<file path="config.mk">
export PLATFORM = sky130hd
export DESIGN_NAME = array_mean_median_mode
export DESIGN_NICKNAME = d
export VERILOG_FILES = /design/src/design/amm_pkg.sv /design/src/design/amm_ram.sv /design/src/design/amm_div.sv /design/src/design/array_mean_median_mode.sv
export SDC_FILE = /design/constraint.sdc
export NUM_CORES = 1
export LEC_CHECK = 0
export BUFFER_PORTS_ARGS = -buffer_cell sky130_fd_sc_hd__buf_2
export CORE_MARGIN = 3
export CORE_UTILIZATION = 60
export CTS_CLUSTER_SIZE = 28
export DETAILED_ROUTE_END_ITERATION = 10
export GPL_TIMING_DRIVEN = 0
export HOLD_SLACK_MARGIN = 0.06
export PLACE_DENSITY = 0.77
export SYNTH_ARGS = -nofsm -noshare
export SYNTH_HDL_FRONTEND = slang
export SYNTH_SLANG_ARGS = --single-unit
</file>
<file path="constraint.sdc">
create_clock -name clock -period 4.5 [get_ports clock]
set_input_delay 0.225 -clock clock [delete_from_list [all_inputs] [get_ports clock]]
set_output_delay 0.225 -clock clock [all_outputs]
set_load 0.005 [all_outputs]
</file>
<file path="src/design/amm_pkg.sv">
// ----------------------------------------------------------------------------
// amm_pkg: shared types and constants for the mean, median and mode block.
// Sizes of the value store and the result fields, and the controller states.
// ----------------------------------------------------------------------------
package amm_pkg;

   localparam int MAX_COUNT  = 64;
   localparam int VALUE_BITS = 8;
   localparam int ADDR_BITS  = $clog2(MAX_COUNT);
   localparam int CNT_BITS   = $clog2(MAX_COUNT + 1);
   localparam int SUM_BITS   = 14;
   localparam int MEAN_BITS  = 16;
   localparam int MED_BITS   = 9;
   localparam int REP_BITS   = 6;
   localparam int FRAC_BITS  = 8;
   localparam int DIVD_BITS  = SUM_BITS + FRAC_BITS;

   typedef enum logic [3:0] {
      ST_IDLE,
      ST_SORT_RD_I,
      ST_SORT_RD_J,
      ST_SORT_CMP,
      ST_SORT_SHIFT,
      ST_SORT_PUT,
      ST_SCAN_RD,
      ST_SCAN_CHK,
      ST_DIV_WAIT,
      ST_DONE
   } state_type;

   // Request and status between the controller and the divider.
   typedef struct packed {
      logic                 start;
      logic [SUM_BITS-1:0]  total;
      logic [CNT_BITS-1:0]  count;
   } div_req_type;

   typedef struct packed {
      logic                 done;
      logic [MEAN_BITS-1:0] quotient;
   } div_rsp_type;

endpackage

</file>
<file path="src/design/amm_ram.sv">
// ----------------------------------------------------------------------------
// amm_ram: single-port synchronous RAM for the value store.
// One write or one read per cycle; the read data is registered.
// ----------------------------------------------------------------------------
module amm_ram #(
   parameter int DEPTH = 64,
   parameter int WIDTH = 8
) (
   input  logic                     clock,
   input  logic                     wr_en,
   input  logic [$clog2(DEPTH)-1:0] addr,
   input  logic [WIDTH-1:0]         wr_data,
   output logic [WIDTH-1:0]         rd_data
);

   logic [WIDTH-1:0] mem [DEPTH];

   // Read first: a read of the address being written returns the old data. Read registered.
   always_ff @(posedge clock) begin
      if (wr_en) begin
         mem[addr] <= wr_data;
      end
      rd_data <= mem[addr];
   end

endmodule

</file>
<file path="src/design/amm_div.sv">
// ----------------------------------------------------------------------------
// amm_div: restoring divider for the mean.
// Divides total shifted up by the fraction bits by the count, one bit a cycle.
// ----------------------------------------------------------------------------
module amm_div (
   input  logic                 clock,
   input  logic                 reset,
   input  amm_pkg::div_req_type req,
   output amm_pkg::div_rsp_type rsp
);

   localparam int DB = amm_pkg::DIVD_BITS;
   localparam int CB = amm_pkg::CNT_BITS;
   localparam int STEP_BITS = $clog2(DB + 1);

   logic [DB-1:0]        quo_ff, quo_in;
   logic [CB-1:0]        rem_ff, rem_in;
   logic [CB-1:0]        dvs_ff, dvs_in;
   logic [STEP_BITS-1:0] step_ff, step_in;
   logic                 run_ff, run_in;
   logic                 done_ff, done_in;
   logic [CB:0]          trial;

   // One shift and subtract step while running.
   // The remainder stays below the divisor, so it fits in the count width.
   always_comb begin
      quo_in  = quo_ff;
      rem_in  = rem_ff;
      dvs_in  = dvs_ff;
      step_in = step_ff;
      run_in  = run_ff;
      done_in = 1'b0;
      trial   = {rem_ff, quo_ff[DB-1]};
      if (req.start) begin
         quo_in  = {req.total, {amm_pkg::FRAC_BITS{1'b0}}};
         rem_in  = '0;
         dvs_in  = req.count;
         step_in = STEP_BITS'(DB);
         run_in  = 1'b1;
      end else if (run_ff) begin
         if (trial >= {1'b0, dvs_ff}) begin
            rem_in = CB'(trial - {1'b0, dvs_ff});
            quo_in = {quo_ff[DB-2:0], 1'b1};
         end else begin
            rem_in = trial[CB-1:0];
            quo_in = {quo_ff[DB-2:0], 1'b0};
         end
         step_in = step_ff - 1'b1;
         if (step_ff == STEP_BITS'(1)) begin
            run_in  = 1'b0;
            done_in = 1'b1;
         end
      end
   end

   always_ff @(posedge clock) begin
      if (reset) begin
         run_ff  <= 1'b0;
         done_ff <= 1'b0;
      end else begin
         run_ff  <= run_in;
         done_ff <= done_in;
      end
      quo_ff  <= quo_in;
      rem_ff  <= rem_in;
      dvs_ff  <= dvs_in;
      step_ff <= step_in;
   end

   assign rsp.done     = done_ff;
   assign rsp.quotient = quo_ff[amm_pkg::MEAN_BITS-1:0];

endmodule

</file>
<file path="src/design/array_mean_median_mode.sv">
// ----------------------------------------------------------------------------
// array_mean_median_mode: mean, median and mode over a set of values.
// Values are stored in a RAM, insertion sorted in place, then scanned.
// ----------------------------------------------------------------------------
// Usage: drive req_sample and req_is_last with start high; a word is taken at
// the clock edge where start is high and busy is low. A word without the last
// flag is stored and busy stays low, so values load one a cycle.
// Values past 64 are dropped and reported through rsp_overflowed.
// On the word carrying the last flag the block raises busy and runs its
// sequencer over the single-port value RAM: an insertion sort reads each
// element as the key, shifts larger entries below it up one place and then
// puts the key, then a scan over the sorted values finds the median and
// mode. The mean comes from a 22-step serial divider started at the first
// sort step; the block waits for it before giving the result. The result
// appears on the rsp_ ports for one cycle with rsp_valid, after which busy
// drops and a new empty set begins. The receiver cannot stall; the result
// must be taken in that cycle. A synchronous reset returns the block to idle
// with an empty set; the RAM contents are not cleared.
// ----------------------------------------------------------------------------
module array_mean_median_mode (
   input  logic                            clock,
   input  logic                            reset,
   input  logic                            start,
   output logic                            busy,
   input  logic [7:0]                      req_sample,
   input  logic                            req_is_last,
   output logic                            rsp_valid,
   output logic [6:0]                      rsp_item_count,
   output logic [13:0]                     rsp_total,
   output logic [15:0]                     rsp_mean_fixed,
   output logic [8:0]                      rsp_median_doubled,
   output logic [7:0]                      rsp_mode_value,
   output logic [5:0]                      rsp_mode_repeats,
   output logic                            rsp_has_mode,
   output logic                            rsp_overflowed
);

   localparam int AB = amm_pkg::ADDR_BITS;
   localparam int CB = amm_pkg::CNT_BITS;
   localparam int VB = amm_pkg::VALUE_BITS;
   localparam int RB = amm_pkg::REP_BITS;

   amm_pkg::state_type state_ff, state_in;

   logic [CB-1:0]             count_ff, count_in;
   logic [amm_pkg::SUM_BITS-1:0] sum_ff, sum_in;
   logic                      drop_ff, drop_in;
   logic [CB-1:0]             i_ff, i_in;
   logic [CB-1:0]             j_ff, j_in;
   logic [VB-1:0]             key_ff, key_in;
   logic [VB-1:0]             prev_ff, prev_in;
   logic [RB-1:0]             run_ff, run_in;
   logic [RB-1:0]             best_rep_ff, best_rep_in;
   logic [VB-1:0]             best_val_ff, best_val_in;
   logic [amm_pkg::MED_BITS-1:0] med_ff, med_in;
   logic                      div_done_ff, div_done_in;
   logic [amm_pkg::MEAN_BITS-1:0] mean_ff, mean_in;

   logic                      ram_we;
   logic [AB-1:0]             ram_addr;
   logic [VB-1:0]             ram_wdata, ram_rdata;
   amm_pkg::div_req_type      dreq;
   amm_pkg::div_rsp_type      drsp;

   logic                      take;
   logic                      full;
   logic [CB-1:0]             n_eff;
   logic [CB-1:0]             mid_hi;
   logic [CB-1:0]             mid_lo;

   amm_ram #(.DEPTH(amm_pkg::MAX_COUNT), .WIDTH(VB)) u_ram (
      .clock   (clock),
      .wr_en   (ram_we),
      .addr    (ram_addr),
      .wr_data (ram_wdata),
      .rd_data (ram_rdata)
   );

   amm_div u_div (
      .clock (clock),
      .reset (reset),
      .req   (dreq),
      .rsp   (drsp)
   );

   assign take   = start && !busy;
   assign full   = (count_ff == CB'(amm_pkg::MAX_COUNT));
   assign n_eff  = count_ff;
   assign mid_hi = n_eff >> 1;
   assign mid_lo = (n_eff[0]) ? mid_hi : mid_hi - 1'b1;

   // Next state.
   always_comb begin
      state_in = state_ff;
      case (state_ff)
         amm_pkg::ST_IDLE: begin
            if (take && req_is_last) begin
               state_in = amm_pkg::ST_SORT_RD_I;
            end
         end
         amm_pkg::ST_SORT_RD_I: begin
            if (i_ff >= n_eff) begin
               state_in = amm_pkg::ST_SCAN_RD;
            end else begin
               state_in = amm_pkg::ST_SORT_RD_J;
            end
         end
         amm_pkg::ST_SORT_RD_J: begin
            if (j_ff == '0) begin
               state_in = amm_pkg::ST_SORT_PUT;
            end else begin
               state_in = amm_pkg::ST_SORT_CMP;
            end
         end
         amm_pkg::ST_SORT_CMP: begin
            if (ram_rdata > key_ff) begin
               state_in = amm_pkg::ST_SORT_SHIFT;
            end else begin
               state_in = amm_pkg::ST_SORT_PUT;
            end
         end
         amm_pkg::ST_SORT_SHIFT: state_in = amm_pkg::ST_SORT_RD_J;
         amm_pkg::ST_SORT_PUT:   state_in = amm_pkg::ST_SORT_RD_I;
         amm_pkg::ST_SCAN_RD:    state_in = amm_pkg::ST_SCAN_CHK;
         amm_pkg::ST_SCAN_CHK: begin
            if (i_ff == n_eff) begin
               state_in = amm_pkg::ST_DIV_WAIT;
            end
         end
         amm_pkg::ST_DIV_WAIT: begin
            if (div_done_ff || drsp.done) begin
               state_in = amm_pkg::ST_DONE;
            end
         end
         amm_pkg::ST_DONE: state_in = amm_pkg::ST_IDLE;
         default:          state_in = amm_pkg::ST_IDLE;
      endcase
   end

   // Datapath and memory control.
   always_comb begin
      count_in    = count_ff;
      sum_in      = sum_ff;
      drop_in     = drop_ff;
      i_in        = i_ff;
      j_in        = j_ff;
      key_in      = key_ff;
      prev_in     = prev_ff;
      run_in      = run_ff;
      best_rep_in = best_rep_ff;
      best_val_in = best_val_ff;
      med_in      = med_ff;
      div_done_in = div_done_ff | drsp.done;
      mean_in     = drsp.done ? drsp.quotient : mean_ff;
      ram_we      = 1'b0;
      ram_addr    = '0;
      ram_wdata   = req_sample[VB-1:0];
      dreq.start  = 1'b0;
      dreq.total  = sum_ff;
      dreq.count  = count_ff;
      case (state_ff)
         amm_pkg::ST_IDLE: begin
            ram_addr = count_ff[AB-1:0];
            if (take) begin
               if (!full) begin
                  ram_we   = 1'b1;
                  count_in = count_ff + 1'b1;
                  sum_in   = sum_ff + amm_pkg::SUM_BITS'(req_sample[VB-1:0]);
               end else begin
                  drop_in = 1'b1;
               end
               if (req_is_last) begin
                  i_in        = CB'(1);
                  div_done_in = 1'b0;
               end
            end
         end
         amm_pkg::ST_SORT_RD_I: begin
            ram_addr = i_ff[AB-1:0];
            j_in     = i_ff;
            if (i_ff == CB'(1)) begin
               dreq.start = 1'b1;
            end
         end
         amm_pkg::ST_SORT_RD_J: begin
            // On the first pass the read data is entry i, the key to insert.
            if (j_ff == i_ff) begin
               key_in = ram_rdata;
            end
            ram_addr = AB'(j_ff - 1'b1);
         end
         amm_pkg::ST_SORT_CMP: begin
            ram_addr = j_ff[AB-1:0];
            if (ram_rdata > key_ff) begin
               ram_we    = 1'b1;
               ram_wdata = ram_rdata;
            end
         end
         amm_pkg::ST_SORT_SHIFT: begin
            j_in = j_ff - 1'b1;
         end
         amm_pkg::ST_SORT_PUT: begin
            ram_addr  = j_ff[AB-1:0];
            ram_we    = 1'b1;
            ram_wdata = key_ff;
            i_in      = i_ff + 1'b1;
         end
         amm_pkg::ST_SCAN_RD: begin
            ram_addr    = '0;
            i_in        = '0;
            run_in      = '0;
            best_rep_in = '0;
            best_val_in = '0;
         end
         amm_pkg::ST_SCAN_CHK: begin
            // ram_rdata holds entry i_ff; issue read of the next one.
            ram_addr = AB'(i_ff + 1'b1);
            if (i_ff != n_eff) begin
               i_in    = i_ff + 1'b1;
               prev_in = ram_rdata;
               if (i_ff == mid_lo) begin
                  med_in = amm_pkg::MED_BITS'(ram_rdata);
               end
               if (i_ff == mid_hi) begin
                  med_in = (i_ff == mid_lo) ?
                           amm_pkg::MED_BITS'({ram_rdata, 1'b0}) :
                           med_ff + amm_pkg::MED_BITS'(ram_rdata);
               end
               if (i_ff != '0 && ram_rdata == prev_ff) begin
                  run_in = run_ff + 1'b1;
                  if (run_ff + 1'b1 > best_rep_ff) begin
                     best_rep_in = run_ff + 1'b1;
                     best_val_in = ram_rdata;
                  end
               end else begin
                  run_in = '0;
               end
            end
         end
         amm_pkg::ST_DONE: begin
            count_in = '0;
            sum_in   = '0;
            drop_in  = 1'b0;
         end
         default: begin
         end
      endcase
   end

   always_ff @(posedge clock) begin
      if (reset) begin
         state_ff    <= amm_pkg::ST_IDLE;
         count_ff    <= '0;
         sum_ff      <= '0;
         drop_ff     <= 1'b0;
         div_done_ff <= 1'b0;
      end else begin
         state_ff    <= state_in;
         count_ff    <= count_in;
         sum_ff      <= sum_in;
         drop_ff     <= drop_in;
         div_done_ff <= div_done_in;
      end
      i_ff        <= i_in;
      j_ff        <= j_in;
      key_ff      <= key_in;
      prev_ff     <= prev_in;
      run_ff      <= run_in;
      best_rep_ff <= best_rep_in;
      best_val_ff <= best_val_in;
      med_ff      <= med_in;
      mean_ff     <= mean_in;
   end

   // Outputs.
   assign busy               = (state_ff != amm_pkg::ST_IDLE);
   assign rsp_valid          = (state_ff == amm_pkg::ST_DONE);
   assign rsp_item_count     = 7'(count_ff);
   assign rsp_total          = sum_ff;
   assign rsp_mean_fixed     = mean_ff;
   assign rsp_median_doubled = med_ff;
   assign rsp_mode_value     = best_val_ff;
   assign rsp_mode_repeats   = best_rep_ff;
   assign rsp_has_mode       = (best_rep_ff != '0);
   assign rsp_overflowed     = drop_ff;

endmodule

</file>
### Word level (Yosys, flattened, before mapping)

Memory sizes are Yosys's and may differ from the RTL's. A register that Yosys moved wholly into a read port is not among the register bits.
Index checks and enable logic that the tools add are counted.

| operators by class | value |
|---|---|
| reduce and logical (&&, ||, !) cells | 27 |
| add/sub/neg operators | 9 |
| eq/ne operators | 28 |
| bitwise operators | 2 |
| mux-type cells | 58 |
| order comparisons | 4 |

Operator list:

| operator | count |
|---|---|
| $mux 7 | 7 |
| $mux 22 | 2 |
| $pmux 4 s9 | 1 |
| $mux 8 | 4 |
| $pmux 8 s2 | 2 |
| $mux 6 | 5 |
| $pmux 6 s5 | 1 |
| $mux 14 | 2 |
| $pmux 14 s2 | 1 |
| $pmux 7 s2 | 2 |
| $pmux 7 s4 | 1 |
| $mux 9 | 3 |
| $pmux 6 s2 | 2 |
| $eq 7x7->1 | 3 |
| $ne 2x2->1 const B | 10 |
| $mux 1 | 18 |
| $eq 4x3->1 const B | 4 |
| $add 14x8->14 | 1 |
| $add 7x1->7 const B | 2 |
| $mux 4 | 3 |
| $reduce_and 3->1 | 4 |
| $reduce_bool 2->1 | 5 |
| $add 9x8->9 | 1 |
| $eq 4x2->1 const B | 2 |
| 34 further kinds | 42 |

| storage, ports and cells | value |
|---|---|
| memories | 1 |
| output and inout port bits | 64 |
| flip-flop bits (word level) | 145 |
| bits of input ports | 12 |
| memory bits (writable) | 512 |
| word-level logic and storage cells | 150 |

Memories:

| memory | words | bits a word | rd ports | clocked after memory_dff | wr ports | RTL line | RTL |
|---|---|---|---|---|---|---|---|
| u_ram.mem | 64 | 8 | 1 | 1 | 1 | amm_ram.sv:16 | `logic [WIDTH-1:0] mem [DEPTH];` |

### Longest topological paths before layout

| logic depth | value |
|---|---|
| depth in word-level cells | 7 |
| mapped depth | 14 |
| mapped depth without buffers | 11 |

### Modules after synthesis

Synthesis repeated with hierarchy kept, for this count alone.

| second synthesis, totals | value |
|---|---|
| cells, all modules | 2017 |
| area total of the unflattened synthesis | 28990.3 µm² |

By module, submodules not included:

| module | area each (µm²) | sequential area each (µm²) | times used | cells an instance |
|---|---|---|---|---|
| amm_ram | 20449.6 | 15534.9 | 1 | 1171 |
| array_mean_median_mode | 6329.8 | 2792.7 | 1 | 637 |
| amm_div | 2210.9 | 1071.0 | 1 | 209 |

### Worst setup path before layout

Ideal clock, no wire load.

| path | value |
|---|---|
| path type | register to register |
| start | reg i_ff[0] |
| end | mem u_ram.mem[39][0] (enable) |
| setup time | 370 ps |
| buffers on the path | 4 |
| required time | 4130 ps |
| stages on the path, launching flop included | 13 |
| slack | 1089 ps |
| arrival | 3040 ps |
| path through | edfxtp_1 clkbuf_1 inv_1 ha_1 mux2i_1 a211o_1 a21oi_1 buf_4 buf_4 buf_4 nand2_1 a211o_1 nor2_1 |

| on the way | value |
|---|---|
| cells in the longest elaborated chain, start to end | 2 |

RTL lines:

| item | RTL line | RTL |
|---|---|---|
| start, declared | array_mean_median_mode.sv:48 | `logic [CB-1:0] i_ff, i_in;` |
| start signal, assigned | array_mean_median_mode.sv:264 | `i_ff <= i_in;` |
| $add 7x1->7 | n/a |  |
| $pmux 6 s5 * | array_mean_median_mode.sv:161 | `case (state_ff)` |
| end, declared | amm_ram.sv:16 |  |

Mark *: on every way between the ends. The rest lies on a longest branch, timed or not.

### Final worst setup path

| path | value |
|---|---|
| start | reg j_ff[0] |
| end | mem u_ram.mem[27][4] (enable) |

| on the way | value |
|---|---|
| cells in the longest elaborated chain, start to end | 2 |

RTL lines:

| item | RTL line | RTL |
|---|---|---|
| start, declared | array_mean_median_mode.sv:49 | `logic [CB-1:0] j_ff, j_in;` |
| start signal, assigned | array_mean_median_mode.sv:265 | `j_ff <= j_in;` |
| $sub 7x1->7 | n/a |  |
| $pmux 6 s5 * | array_mean_median_mode.sv:161 |  |

Marks and branches as above.

==> metrics.txt <==
status complete, but fails checks; failing checks setup timing; R2R setup slack -150 ps; # setup viols final 96; area grow syn2layout 13.66%; Synth Net Count 1,939; R2R depth 10; root buf cell clkbuf_16; number of iterations in the first detailed-routing pass 7; Final Hold Violating Endpoints 0; met3 Usage GRT 0.07400; Initial Util 0.6120; crit end category register; final design utilization 0.6955; share of the synthesized area in the top cell type 0.6354; pre-CTS WS -768.2 ps; worst-path fanout max 10; number of antenna-violating nets in the routed design 0; total number of vias 17,870; grt total ovfl 0; synth top area cells edfxtp_1, mux4_2, dfxtp_1, ha_1, nor2_1; Rows 79; worst r2r src j_ff[0]$_DFFE_PP_; grt peak-use layer met2; syn avg cell area 15.37 sq um; Placed Cells incl. Taps 2,559; HPWL Detailed 52,640 um; Hold WC Path Type in2reg; clk slew on worst S/H paths roughly 60 ps; total power 0.02331 W; Hold Startpoint req_sample[0]; max frequency about 210 MHz; Hold Path Depth 4; CP required between 4000 and 5000 ps; setup bufs post-CTS 0; worst skew pair latency 620 ps; CTS tree built; DIE WIDTH 224.8 um; Arr. time, crit path 4890 ps; routing usage on met1 0.4250; I/O Pins 76; clock buffer depth 3; first-pass GRT wire length 115,900 um; Vias/cell 6.644; Final Max Tran Viols 0; initial DRC count 2,338; Distinct cells, synth 75; Residual DRC 0; WL/cell just under 30 um; Power Dens Cells 713.7 nW/um^2; RSZ-0062 raised after global routing yes; RePlAce Congestion 0.9785; Synth Cell Area between 20,000 and 30,000 sq um; CTS H-tree lvls 3; Max VDD drop between 0.0005 and 0.0006 V; Core Region 46,950 sq um; Syn Inst Count 1,869; Final Critical Period roughly 4700 ps; fin crit share 1.034; vias in the first global route 17,460; crit path launch type register; sequential area share after synthesis 0.6751; initial antenna violation count 1; # diodes 0; ys flop type edfxtp_1; Post-Route WL 78,730 um; clock sinks around 670; IO buf count 75; Die Height 224.8 um; EDFF count, synth 608; max-cap violation count 0; Inserted Clock Buffers 68; fraction of registers with async set/reset 0; GR Util All Layers 0.3171; FF-to-FF End u_ram.mem[27][4]$_DFFE_PP_; Syn. warnings 0; critical path type reg2reg; Die ar. between 50,000 and 60,000 sq um; Synth Register Bits 665; Worst Hold End rsp_total[0]$_SDFFE_PP0P_; largest net degree at the start of global routing 45; worst clock skew ~23 ps; Leak 10.94 nW; final net count about 2,100; Least-Margin Pin Slew 1263 ps; fin cells 2,689; share of cells above drive strength 1 0.2253; PnR worst setup slack -151.5 ps; Worst slew margin 0.1518; met2 GRT Util 0.4965; post-synth top area cell edfxtp_1; hold slack between 100 and 150 ps
## metal layers
metal  up-vias  wire (um)
li1       7531          -
met1      8975      29180
met2      1118      37200
met3       241       7855
met4         2       4484
met5         -         13
## sequential cells by signal, summed over array words and instances (netlist names), 9 cells and up
register / count
rsp_median_doubled: 9
u_div.quo_ff: 22
rsp_total: 14
rsp_mean_fixed: 16
u_ram.mem: 512
## cell usage in the layout, fill, tap and decap left out, types with 23 or more instances in the layout
cell	netlist	routed
clkbuf_1	46	61
nor2_4	0	34
nor3_1	28	28
nand3_1	117	117
nor2_1	167	110
buf_2	39	113
nor2_2	0	23
ha_1	55	55
mux2i_1	33	33
mux4_2	117	117
xnor2_1	44	44
edfxtp_1	608	608
inv_1	64	64
nand4_1	35	35
o21ai_0	50	50
clkbuf_16	0	68
buf_4	29	31
a21oi_1	43	42
dfxtp_1	57	57
nand2_1	99	98
## worst max-delay path, stage by stage (launching register included)
cell      delay [ps]
edfxtp_1         520
inv_1            140
ha_1             270
or3b_2           490
xor2_1           190
o221a_2          350
nor4_4           440
buf_2            380
buf_2            350
nand2_1          390
nor2_1           750
## stage by stage
step                area (sq um)  TNS [ps]
floorplan                  28730         0
finish                     32660     -6750
global placement           29870   -240950
detailed placement         30040   -129060
global route               32660    -16240
CTS                        32460     -2191
## synthesized netlist by cell type (8+ instances only)
library cell and number:
inv_1 64, nand2_1 99, a21o_1 10, nor2_1 167
a21boi_0 8, mux4_2 117, a31oi_1 16, nor3_1 28
nand4_1 35, nor2b_1 10, ha_1 55, a21oi_1 43
o21ai_0 50, a22oi_1 8, edfxtp_1 608, buf_4 29
nand3_1 117, buf_2 39, and3_1 13, and2_1 12
mux2i_1 33, nand2b_1 14, xnor2_1 44, xor2_1 16
dfxtp_1 57, clkbuf_1 46
## logic make-up (layout without fill, tap and decap cells)
kind of cell / count (synthesis) / in the layout / share of synthesized area
mux: 162 / 162 / 0.1116
buf+inv: 188 / 401 / 0.03201
fa+ha+maj: 58 / 58 / 0.02604
flops: 665 / 665 / 0.6751
xor+xnor: 60 / 60 / 0.01829
simple gates: 536 / 536 / 0.08975
compound gates: 200 / 200 / 0.04721
## power breakdown
part | switching, W | internal [W] | leakage [nW]
clock | 0.00239 | 0.00318 | 1.06
combinational | 0.00639 | 0.00361 | 3.95
sequential | 0.000350 | 0.00739 | 5.93
## how the worst max path moves through the flow
stage | startpoint | endpoint | slack [ps] | cells past startpoint
2_1_floorplan | i_ff[0]$_DFFE_PP_ | u_ram.mem[39][0]$_DFFE_PP_ | 1090 | 12
3_3_place_gp | i_ff[0]$_DFFE_PP_ | u_ram.mem[63][5]$_DFFE_PP_ | -690 | 12
3_5_place_dp | i_ff[0]$_DFFE_PP_ | u_ram.mem[55][1]$_DFFE_PP_ | -770 | 12
4_1_cts | j_ff[0]$_DFFE_PP_ | u_ram.mem[4][1]$_DFFE_PP_ | -110 | 10
5_1_grt | j_ff[0]$_DFFE_PP_ | u_ram.mem[58][7]$_DFFE_PP_ | -210 | 10
6_report | j_ff[0]$_DFFE_PP_ | u_ram.mem[27][4]$_DFFE_PP_ | -150 | 10
## final cells by class
class	instances	area (sq um)
flip-flops and latches	665	19400
fillers	3051	14300
multi-input cells	1016	8795
clock buffers	89	1821
well taps	607	759.5
plain buffers	124	684.4
repair buffers	88	583.1
clock inverters	36	375.4
inverters	64	240.2
## timing repair
action	in CTS	in global routing
setup endpoints to repair	336	526
hold buffers	4	0
gates resized for setup	54	52
hold endpoints to repair	3	0
No activity file was read; power rests on OpenSTA's default activity.
